**src/hw/rtl/catmull_rom_path_follower_macros.svh**
```systemverilog
// Assertion helpers used by the path follower RTL.
`ifndef CATMULL_ROM_PATH_FOLLOWER_MACROS_SVH
`define CATMULL_ROM_PATH_FOLLOWER_MACROS_SVH

// Property must hold at every clock edge outside reset.
`define CRPF_ASSERT(name, prop, msg) \
    name: assert property (@(posedge clk) disable iff (!rst_n) prop) else $error(msg);

// Condition must never be true outside reset.
`define CRPF_NEVER(name, cond, msg) \
    name: assert property (@(posedge clk) disable iff (!rst_n) !(cond)) else $error(msg);

`endif

```
**src/hw/rtl/crpf_pkg.sv**
```systemverilog
`default_nettype none

package crpf_pkg;

    localparam int IDX_W    = 7;
    localparam int SPEED_W  = 24;
    localparam int DT_W     = 24;
    localparam int COORD_W  = 32;
    localparam int DIR_W    = 16;
    localparam int FRAC_W   = 16;
    localparam int OPND_W   = 64;
    localparam int ROOT_W   = 32;
    localparam int QUO_W    = 46;

    localparam logic FUNC_LOAD = 1'b0;
    localparam logic FUNC_TICK = 1'b1;

    localparam logic CFG_POINT_COUNT  = 1'b0;
    localparam logic CFG_TRAVEL_SPEED = 1'b1;

    localparam logic [IDX_W-1:0]   POINT_COUNT_RST  = 7'd2;
    localparam logic [SPEED_W-1:0] TRAVEL_SPEED_RST = 24'd91750;

    typedef enum logic {
        DS_DIV  = 1'b0,
        DS_SQRT = 1'b1
    } ds_op_t;

    typedef struct packed {
        logic   start;
        ds_op_t op;
    } ds_req_t;

    typedef struct packed {
        logic busy;
        logic done;
    } ds_rsp_t;

endpackage

`default_nettype wire

```
**src/hw/rtl/crpf_divsqrt.sv**
```systemverilog
`default_nettype none

module crpf_divsqrt (
    input  wire logic                         clk,
    input  wire logic                         rst_n,
    input  wire crpf_pkg::ds_req_t            req,
    input  wire logic [crpf_pkg::OPND_W-1:0]  num,
    input  wire logic [crpf_pkg::ROOT_W-1:0]  den,
    output crpf_pkg::ds_rsp_t                 rsp,
    output logic [crpf_pkg::QUO_W-1:0]        result
);

    localparam int DIV_STEPS  = crpf_pkg::QUO_W;
    localparam int SQRT_STEPS = crpf_pkg::OPND_W / 2;
    localparam int CNT_W      = $clog2(DIV_STEPS);
    localparam int REM_W      = crpf_pkg::ROOT_W + 2;

    logic                          busy_reg, busy_next;
    logic                          done_reg, done_next;
    crpf_pkg::ds_op_t              op_reg, op_next;
    logic [CNT_W-1:0]              cnt_reg, cnt_next;
    logic [crpf_pkg::OPND_W-1:0]   opnd_reg, opnd_next;
    logic [REM_W-1:0]              rem_reg, rem_next;
    logic [crpf_pkg::QUO_W-1:0]    res_reg, res_next;
    logic [crpf_pkg::ROOT_W-1:0]   den_reg, den_next;

    logic [REM_W-1:0]              shifted;
    logic [REM_W-1:0]              trial;
    logic [REM_W:0]                diff;
    logic                          ge;

    // one shared subtract/compare serves both the divide and the root step
    always_comb
    begin
        if (op_reg == crpf_pkg::DS_DIV)
        begin
            shifted = {rem_reg[REM_W-2:0], opnd_reg[crpf_pkg::OPND_W-1]};
            trial   = {2'b00, den_reg};
        end
        else
        begin
            shifted = {rem_reg[REM_W-3:0], opnd_reg[crpf_pkg::OPND_W-1 -: 2]};
            trial   = {res_reg[crpf_pkg::ROOT_W-1:0], 2'b01};
        end
        diff = {1'b0, shifted} - {1'b0, trial};
        ge   = ~diff[REM_W];
    end

    always_comb
    begin
        busy_next = busy_reg;
        done_next = 1'b0;
        op_next   = op_reg;
        cnt_next  = cnt_reg;
        opnd_next = opnd_reg;
        rem_next  = rem_reg;
        res_next  = res_reg;
        den_next  = den_reg;
        if (req.start)
        begin
            busy_next = 1'b1;
            op_next   = req.op;
            den_next  = den;
            rem_next  = '0;
            res_next  = '0;
            if (req.op == crpf_pkg::DS_DIV)
            begin
                opnd_next = {num[crpf_pkg::QUO_W-1:0],
                             {(crpf_pkg::OPND_W - crpf_pkg::QUO_W){1'b0}}};
                cnt_next  = CNT_W'(DIV_STEPS - 1);
            end
            else
            begin
                opnd_next = num;
                cnt_next  = CNT_W'(SQRT_STEPS - 1);
            end
        end
        else if (busy_reg)
        begin
            rem_next = ge ? diff[REM_W-1:0] : shifted;
            res_next = {res_reg[crpf_pkg::QUO_W-2:0], ge};
            if (op_reg == crpf_pkg::DS_DIV)
                opnd_next = {opnd_reg[crpf_pkg::OPND_W-2:0], 1'b0};
            else
                opnd_next = {opnd_reg[crpf_pkg::OPND_W-3:0], 2'b00};
            cnt_next = cnt_reg - 1'b1;
            if (cnt_reg == '0)
            begin
                busy_next = 1'b0;
                done_next = 1'b1;
            end
        end
    end

    always_ff @(posedge clk or negedge rst_n)
    begin
        if (!rst_n)
        begin
            busy_reg <= 1'b0;
            done_reg <= 1'b0;
            op_reg   <= crpf_pkg::DS_DIV;
            cnt_reg  <= '0;
        end
        else
        begin
            busy_reg <= busy_next;
            done_reg <= done_next;
            op_reg   <= op_next;
            cnt_reg  <= cnt_next;
        end
    end

    always_ff @(posedge clk)
    begin
        opnd_reg <= opnd_next;
        rem_reg  <= rem_next;
        res_reg  <= res_next;
        den_reg  <= den_next;
    end

    assign rsp    = '{busy: busy_reg, done: done_reg};
    assign result = res_reg;

endmodule

`default_nettype wire

```
**config.mk**
```make
export PLATFORM = sky130hd
export DESIGN_NAME = crpf_divsqrt
export DESIGN_NICKNAME = d
export VERILOG_FILES = /design/src/hw/rtl/catmull_rom_path_follower_macros.svh /design/src/hw/rtl/crpf_pkg.sv /design/src/hw/rtl/crpf_divsqrt.sv
export SDC_FILE = /design/constraint.sdc
export NUM_CORES = 1
export LEC_CHECK = 0
export BUFFER_PORTS_ARGS = -buffer_cell sky130_fd_sc_hd__buf_2
export CAP_MARGIN = 20
export CORE_MARGIN = 3
export CORE_UTILIZATION = 50
export DETAILED_ROUTE_END_ITERATION = 16
export GPL_TIMING_DRIVEN = 0
export HOLD_SLACK_MARGIN = 0.08
export PLACE_DENSITY = 0.71
export SYNTH_ARGS = -nofsm -noshare
export SYNTH_HDL_FRONTEND = slang
export SYNTH_SLANG_ARGS = --single-unit
```
**constraint.sdc**
```tcl
create_clock -name clk -period 5.3 [get_ports clk]
set_input_delay 1.06 -clock clk [delete_from_list [all_inputs] [get_ports clk]]
set_output_delay 1.06 -clock clk [all_outputs]
set_load 0.02 [all_outputs]
```
### Word-level counts from Yosys, hierarchy flattened

Index checks and enable logic that the tools add are counted.

* bits in registers: 184
* bits in latches: 0
* RAM bits: 0
* bits in read-only memories: 0
* input port bits: 100
* output and inout port bits: 48
* memories: 0

* add/subtract/negate cells: 2
* multiply operators: 0
* div/mod/pow operators: 0
* magnitude comparators: 0
* eq/ne operators: 0
* shift operators: 0
* muxes and demuxes: 16
* bitwise logic cells: 1
* reductions and logical operators: 2

Operator list (count)
* 64-bit 2-to-1 mux: 4
* 34-bit 2-to-1 mux: 2
* 34-bit by 34-bit subtractor with 35-bit output: 1
* 33-bit 2-to-1 mux: 1
* 6-bit 2-to-1 mux: 3
* 6-bit logical NOT: 1
* 1-bit 2-to-1 mux: 6
* 6-bit by 1-bit subtractor with 6-bit output, second input constant: 1
* 2-bit nonzero test: 1
* 1-bit NOT: 1

### Longest topological paths before layout

Gate-level depths: netlist of the first run.

* depth after elaboration: 4
* mapped depth: 18

### Worst setup path after synthesis of the first run

Ideal clock, no wire load.

* kind: reg2reg
* from: register op_reg
* to: register rem_reg[31]
* setup time: 0.091 ns
* arrival time: 4.223 ns
* required time: 5.209 ns
* path slack: 0.986 ns
* stages on the path, launching flop included: 16
* clock period less this slack: 4.314 ns
* path through: dfrtp_1 clkbuf_1 clkbuf_1 clkbuf_1 clkbuf_1 mux2i_1 ha_1 a21o_1 a211o_1 o21ai_1 o21ai_0 a211oi_1 a211oi_1 o31ai_1 mux2_2 a311oi_1

* cells in the longest elaborated chain, start to end: 3

RTL lines
* from (decl): RTL line crpf_divsqrt.sv:20 `crpf_pkg::ds_op_t op_reg, op_next;`
* from (signal assigned): RTL line crpf_divsqrt.sv:101 `op_reg <= crpf_pkg::DS_DIV;`
* from (signal assigned): RTL line crpf_divsqrt.sv:108 `op_reg <= op_next;`
* 34-bit 2-to-1 mux: RTL line crpf_divsqrt.sv:35 `if (op_reg == crpf_pkg::DS_DIV)`
* 34-bit by 34-bit subtractor with 35-bit output: RTL line crpf_divsqrt.sv:45 `diff = {1'b0, shifted} - {1'b0, trial};`
* 33-bit 2-to-1 mux (*): RTL line crpf_divsqrt.sv:80 `rem_next = ge ? diff[REM_W-1:0] : shifted;`
* to (signal assigned): RTL line crpf_divsqrt.sv:116 `rem_reg <= rem_next;`
* to (decl): RTL line crpf_divsqrt.sv:23 `logic [REM_W-1:0] rem_reg, rem_next;`

Every way passes the cells marked *; elsewhere a longest branch is shown, timed or not.
A chain may end at the register's enable or synchronous reset.

### Final worst setup path of the first run

* from: register op_reg
* to: register rem_reg[24]

Same word-level chain as after synthesis.

==> out/metrics.cfg, run 1 <==
[clock_network]
cts_max_level=4
clk_latency_ns=0.43
clkTransAtPathRegs_ns=0.07
clock_path_buffers=2
cts_tree=yes
cts_buffers=17
clock-sinks=184
hold_buffers=0
cts_root_buf=clkbuf_16

[floorplan]
die_w_um=149
dieArea_um2=22300
pin_count=148
row_count=51
initial_core_util=0.519
die_y_um=149
fp.coreArea_um2=19800

[pwr]
clkPwrFrac=0.235
switching_share=0.374
p_switching_mw=2.01
p_int_mw=3.36
irDropWorstVdd_mv=0.268
p_seq_frac=0.334
power_frac_comb=0.431
p_leak_nw=5.38
p_per_area_nw_per_um2=449

[global_routing]
antenna_found_initial=0
grt_max_degree=36
grt_first_pass_wirelength_um=43800
grt_pass1_vias=8070
grt-ovfl-total=0
track_usage=0.251

[setup_path]
critPathMaxFanout=10
slowest_delay_ns=0.54
path_cells=clkbuf_1 -> clkbuf_2 -> clkbuf_4 -> clkbuf_2 -> or2_2 -> ha_1 -> fa_1 -> nand2b_1 -> a21o_1 -> a211oi_1 -> or2_4 -> a2111oi_4 -> nor2_2 -> buf_4 -> buf_4 -> nand2_1 -> a311oi_2
cp_slowest_cell=a211oi_1
critPathArrivalTime_ns=5.27
crit_family=buffers and inverters
end_kind=register
required_ns=5.64
path_class=reg -> reg
cp-start-kind=register
crit_buf_inv=6

[timing]
rsz0062_at_grt=false
max_freq_mhz=203
worstMarginPinSlew_ns=0.863
max-slew-margin-rel=0.425
fin_skew_ns=0.00869
min_period_over_period=0.929
tns_ns=0
period_needed_ns=4.92
slew_viol_final=0
setup_viol=0
hold_violations=0

[job]
drv_cap=0

[placement]
place_congestion=0.913
io_buffers=146
hpwl_um=20800

[final_layout]
areaGrowthSynthToFinish_pct=16.4
nets=1295
largest_reg_flops=64
drive_above_1_share=0.209
finalCoreUtilization=0.604

[route]
vias_per_cell=5.96
wl_per_cell_um=19.4
drtAntennaViolNets=0
first_pass_iters=6
drt_iter0_drc=871
wirelength_um=27900
drcViolationCount=0
dr_total_vias=8562

[yosys]
synthFlopType=edfxtp_1
synth_cells=992
synth_top_area_share=0.281
synth_edf_count=96
synthDistinctLibCells=59
synth_fp_nets=1129
synth_area_leaders=edfxtp_1 28%, dfxtp_1 15%, mux2i_1 11%
avgSynthCellArea_um2=10.3
synth_async_sr_flop_share=0.0489
ys_seq_area_frac=0.457
yosys_warnings=0
ys_seq_elements=184
synth_area_um2=10300
synth_top_area_cell=edfxtp_1

[worst_hold_path]
hold_path.class=in -> async

[status]
run_status=complete, no violations

-- cells in the final DEF, fill, tap and decap left out, types with 7 or more instances in the layout --
cell	instances
xnor2_1	16
buf_2	149
mux2i_1	116
a221o_1	32
clkbuf_1	47
a22o_1	33
mux2_2	34
a21oi_1	50
nand3_1	10
edfxtp_1	96
clkbuf_16	18
inv_1	10
a311oi_1	14
a211oi_1	34
xor2_1	11
buf_1	7
dfxtp_1	79
o21ai_0	44
dfrtp_1	9
nand2_1	80
nor2_1	105
nand2b_1	8
ha_1	36
nor2b_1	21
nor3_1	8
-- path summary, 6_finish.rpt --
path,startpoint,end,slack [ns],cells past startpoint
worst max-delay path,op_reg$_DFFE_PN0P_,rem_reg[24]$_SDFFE_PP0P_,0.38,17
worst min-delay path,rst_n,cnt_reg[0]$_DFFE_PN0P_,0.47,1
worst max register to register,op_reg$_DFFE_PN0P_,rem_reg[24]$_SDFFE_PP0P_,0.38,17
worst min register to register,rem_reg[7]$_SDFFE_PP0P_,rem_reg[7]$_SDFFE_PP0P_,0.50,2
max in group asynchronous,rst_n,done_reg$_DFF_PN0_,4.64,1
min in group clk,rem_reg[7]$_SDFFE_PP0P_,rem_reg[7]$_SDFFE_PP0P_,0.50,2
-- kinds of logic after synthesis --
logic type / share of synthesized area
buf+inv: 0.0345
mux: 0.150
xor+xnor: 0.0230
fa+ha+maj: 0.0458
flops: 0.457
simple gates: 0.113
compound gates: 0.176
-- metal layers --
metal / vias to the layer above / share of wire / track usage
met5: - / 0 / 0
met4: 0 / 0.031 / 0.0888
met3: 60 / 0.080 / 0.0510
met2: 399 / 0.45 / 0.375
met1: 4043 / 0.44 / 0.364
li1: 4060 / - / -
-- stage by stage --
stage | instance area (µm²) | total power [mW] | cells | hold slack, ns | worst slack [ns]
3_3_place_gp | 11300 | 4.04 | 1403 | 0.472 | -0.482
3_5_place_dp | 11300 | 4.07 | 1404 | 0.485 | -0.522
6_report | 11900 | 5.37 | 1436 | 0.473 | 0.375
2_1_floorplan | 10300 | 3.51 | 992 | 0.457 | 0.986
5_1_grt | 11900 | 5.70 | 1435 | 0.464 | 0.0397
4_1_cts | 11900 | 5.33 | 1435 | 0.470 | 0.211
-- cells in the mapped netlist (all sizes together), types with 4 or more instances --
| master | number |
|---|---|
| a211o | 4 |
| a211oi | 35 |
| a21o | 4 |
| a21oi | 51 |
| a221o | 32 |
| a22o | 33 |
| a311oi | 15 |
| and2 | 4 |
| buf | 18 |
| clkbuf | 53 |
| dfrtp | 9 |
| dfxtp | 79 |
| edfxtp | 96 |
| ha | 36 |
| inv | 12 |
| mux2 | 34 |
| mux2i | 116 |
| nand2 | 80 |
| nand2b | 8 |
| nand3 | 10 |
| nand4 | 6 |
| nor2 | 106 |
| nor2b | 21 |
| nor3 | 8 |
| nor4 | 4 |
| o211ai | 6 |
| o21ai | 46 |
| or2 | 6 |
| xnor2 | 16 |
| xor2 | 11 |
-- layout make-up --
type	instances	area (µm²)
Timing Repair Buffer	147	751
Antenna cell	1	2.50
Inverter	13	48.8
Buffer	71	315
Sequential cell	184	4690
Clock inverter	12	115
Fill cell	1697	7840
Clock buffer	19	464
Multi-Input combinational cell	724	5230
Tap cell	265	332
-- worst register-to-register path: stages (launching register included) --
cell and delay, ns:
dfrtp_1 0.36, clkbuf_1 0.21, clkbuf_2 0.30, clkbuf_4 0.31, clkbuf_2 0.27, or2_2 0.36, ha_1 0.23, fa_1 0.38
nand2b_1 0.18, a21o_1 0.18, a211oi_1 0.54, or2_4 0.27, a2111oi_4 0.10, nor2_2 0.29, buf_4 0.27, buf_4 0.23
nand2_1 0.09, a311oi_2 0.27
-- repair_timing --
action	4_1_cts	5_1_grt
setup buffers	0	0
setup endpoints to repair	34	16
gates resized for setup	5	6
-- power groups by stage --
| stage | Combinational [mW] | Sequential (mW) | Clock, mW |
|---|---|---|---|
| finish | 2.31 | 1.79 | 1.26 |
| global route | 2.54 | 1.81 | 1.35 |
| CTS | 2.27 | 1.79 | 1.27 |
| detailed placement | 2.25 | 1.82 | 0 |
| global placement | 2.22 | 1.81 | 0 |
| floorplan | 1.73 | 1.79 | 0 |
Power figures use the tool's default switching activity.
==> run 2: changes to the inputs <==
CORE_MARGIN = 10   (was 3)
CORE_UTILIZATION = 58   (was 50)
PLACE_DENSITY = 0.81   (was 0.71)
==> run 2 against run 1 <==
  * Sequential power is essentially flat
  * Wire length grew 2.5%
  * Sequential cell count is the same
==> out/metrics.cfg, run 2 (synthesis results as in run 1) <==
[status]
run_status=complete, no violations  ; unchanged

[clock_network]
clock_path_buffers=2  ; unchanged
clkTransAtPathRegs_ns=0.08  ; was 0.07 ns
cts_root_buf=clkbuf_16  ; unchanged
post_cts_buffers=0  ; unchanged
cts-resized-gates=6  ; was 5
clock-sinks=184  ; unchanged
clk_latency_ns=0.45  ; was 0.43 ns
cts_buffers=17  ; unchanged
cts_max_level=4  ; unchanged
hold_buffers=0  ; unchanged
cts_tree=yes  ; unchanged

[global_routing]
grt_first_pass_wirelength_um=45000  ; was 43,800 µm
track_usage=0.236  ; was 0.251
grt_pass1_vias=8393  ; was 8,070
grt-ovfl-total=0  ; unchanged
antenna_found_initial=0  ; unchanged
grt_max_degree=45  ; was 36

[final_layout]
stdcell_count=1396  ; was 1,436
final_cell_mix=150 x buf_2, 116 x mux2i_1, 105 x nor2_1, 96 x edfxtp_1, 80 x nand2_1  ; was 149 x buf_2, 116 x mux2i_1, 105 x nor2_1, 96 x edfxtp_1, 80 x nand2_1
drive_above_1_share=0.209  ; about the same
areaGrowthSynthToFinish_pct=15.9  ; was 16.4%
finalCoreUtilization=0.687  ; was 0.604
final_common_cell=buf_2  ; unchanged
antennaDiodeCount=0  ; was 1
finalInstanceArea_um2=11900  ; about the same
nets=1295  ; unchanged
fillers=1317  ; was 1,697
largest_reg_flops=64  ; unchanged

[route]
dr_total_vias=8596  ; was 8,562
wirelength_um=28600  ; was 27,900 µm
drt_iter0_drc=893  ; was 871
vias_per_cell=6.16  ; was 5.96
drtAntennaViolNets=0  ; unchanged
drcViolationCount=0  ; unchanged
wl_per_cell_um=20.5  ; was 19.4 µm
first_pass_iters=5  ; was 6

[pwr]
irDropWorstVdd_mv=0.367  ; was 0.268 mV
power_frac_comb=0.430  ; was 0.431
clkPwrFrac=0.237  ; was 0.235
p_switching_mw=2.08  ; was 2.01 mW
switching_share=0.387  ; was 0.374
p_seq_frac=0.334  ; about the same
p_per_area_nw_per_um2=453  ; was 449 nW/µm²
p_leak_nw=5.39  ; was 5.38 nW
p_int_mw=3.30  ; was 3.36 mW

[timing]
fin_skew_ns=0.0166  ; was 0.00869 ns
max-slew-margin-rel=0.421  ; was 0.425
hold_violations=0  ; unchanged
slew_viol_final=0  ; unchanged
min_period_over_period=0.956  ; was 0.929
period_needed_ns=5.07  ; was 4.92 ns
setup_viol=0  ; unchanged
rsz0062_at_grt=false  ; unchanged
worstMarginPinSlew_ns=0.869  ; was 0.863 ns
tns_ns=0  ; unchanged
max_freq_mhz=197  ; was 203 MHz
worst_slack_ns=0.234  ; was 0.375 ns

[floorplan]
die_w_um=153  ; was 149 µm
row_count=48  ; was 51
fp.coreArea_um2=17300  ; was 19,800 µm²
initial_core_util=0.593  ; was 0.519
pin_count=148  ; unchanged
die_y_um=153  ; was 149 µm
dieArea_um2=23400  ; was 22,300 µm²

[setup_path]
cp-start-kind=register  ; unchanged
path_class=reg -> reg  ; unchanged
end_kind=register  ; unchanged
critPathArrivalTime_ns=5.40  ; was 5.27 ns
critPathMaxFanout=10  ; unchanged
worstRegToRegCells=15  ; was 17
required_ns=5.63  ; was 5.64 ns

[placement]
placedCellCount=1364  ; was 1,404
io_buffers=146  ; unchanged
pre_cts_slack_ns=-0.530  ; was -0.522 ns
postPlaceCellArea_um2=11300  ; about the same
hpwl_um=20700  ; was 20,800 µm
place_congestion=0.950  ; was 0.913

[job]
drv_cap=0  ; unchanged

[worst_hold_path]
hold_path.class=in -> async  ; unchanged

==> run 2: worst paths after layout <==
| path | startpoint | endpoint | slack [ns] |
|---|---|---|---|
| max | op_reg$_DFFE_PN0P_ | rem_reg[31]$_SDFFE_PP0P_ | 0.23 |
| min | rst_n | done_reg$_DFF_PN0_ | 0.45 |
| max reg2reg | op_reg$_DFFE_PN0P_ | rem_reg[31]$_SDFFE_PP0P_ | 0.23 |
| min reg2reg | rem_reg[15]$_SDFFE_PP0P_ | rem_reg[15]$_SDFFE_PP0P_ | 0.50 |
| max in group asynchronous | rst_n | cnt_reg[1]$_DFFE_PN0P_ | 4.66 |
| min in group clk | rem_reg[15]$_SDFFE_PP0P_ | rem_reg[15]$_SDFFE_PP0P_ | 0.50 |
==> run 2: final cells by class <==
class	count	area (µm²)	area share
buffer	71	313	0.0263
tap	225	282	0.0237
timing repair buffer	147	751	0.0632
multi-input combinational	724	5230	0.440
clock inverter	15	151	0.0127
sequential	184	4690	0.394
inverter	13	48.8	0.00410
clock buffer	17	425	0.0358
==> run 2: power groups by stage <==
stage | Combinational (mW) | Sequential (mW) | Clock, mW
after floorplan | 1.73 | 1.79 | 0
after global placement | 2.21 | 1.81 | 0
after detailed placement | 2.24 | 1.82 | 0
after CTS | 2.26 | 1.79 | 1.27
after global routing | 2.54 | 1.81 | 1.34
final | 2.31 | 1.80 | 1.27
==> run 2: per-stage QoR <==
step / hold slack, ns / power (mW)
global route: 0.447 / 5.69
finish: 0.447 / 5.38
global placement: 0.480 / 4.02
floorplan: 0.457 / 3.51
detailed placement: 0.490 / 4.05
CTS: 0.445 / 5.32
==> run 2: per-layer routing <==
metal / part of all wire / routed length [µm] / track usage / vias up
met1: 0.46 / 13000 / 0.334 / 4076
met3: 0.094 / 2690 / 0.0598 / 32
li1: - / - / - / 4062
met2: 0.44 / 12500 / 0.353 / 426
met4: 0.014 / 391 / 0.0609 / 0
met5: 0 / 0 / 0 / -
==> run 2: critical path, stage by stage, from the launching register on <==
cell and delay, ns:
dfrtp_1 0.34, clkbuf_1 0.29, clkbuf_2 0.36, clkbuf_2 0.37, clkbuf_2 0.38, mux2i_1 0.24
ha_1 0.30, a21o_1 0.19, a211o_1 0.26, o21ai_1 0.37, o21ai_0 0.30, a211oi_2 0.38
a211oi_1 0.17, o31ai_1 0.30, mux2_2 0.37, a311oi_1 0.31
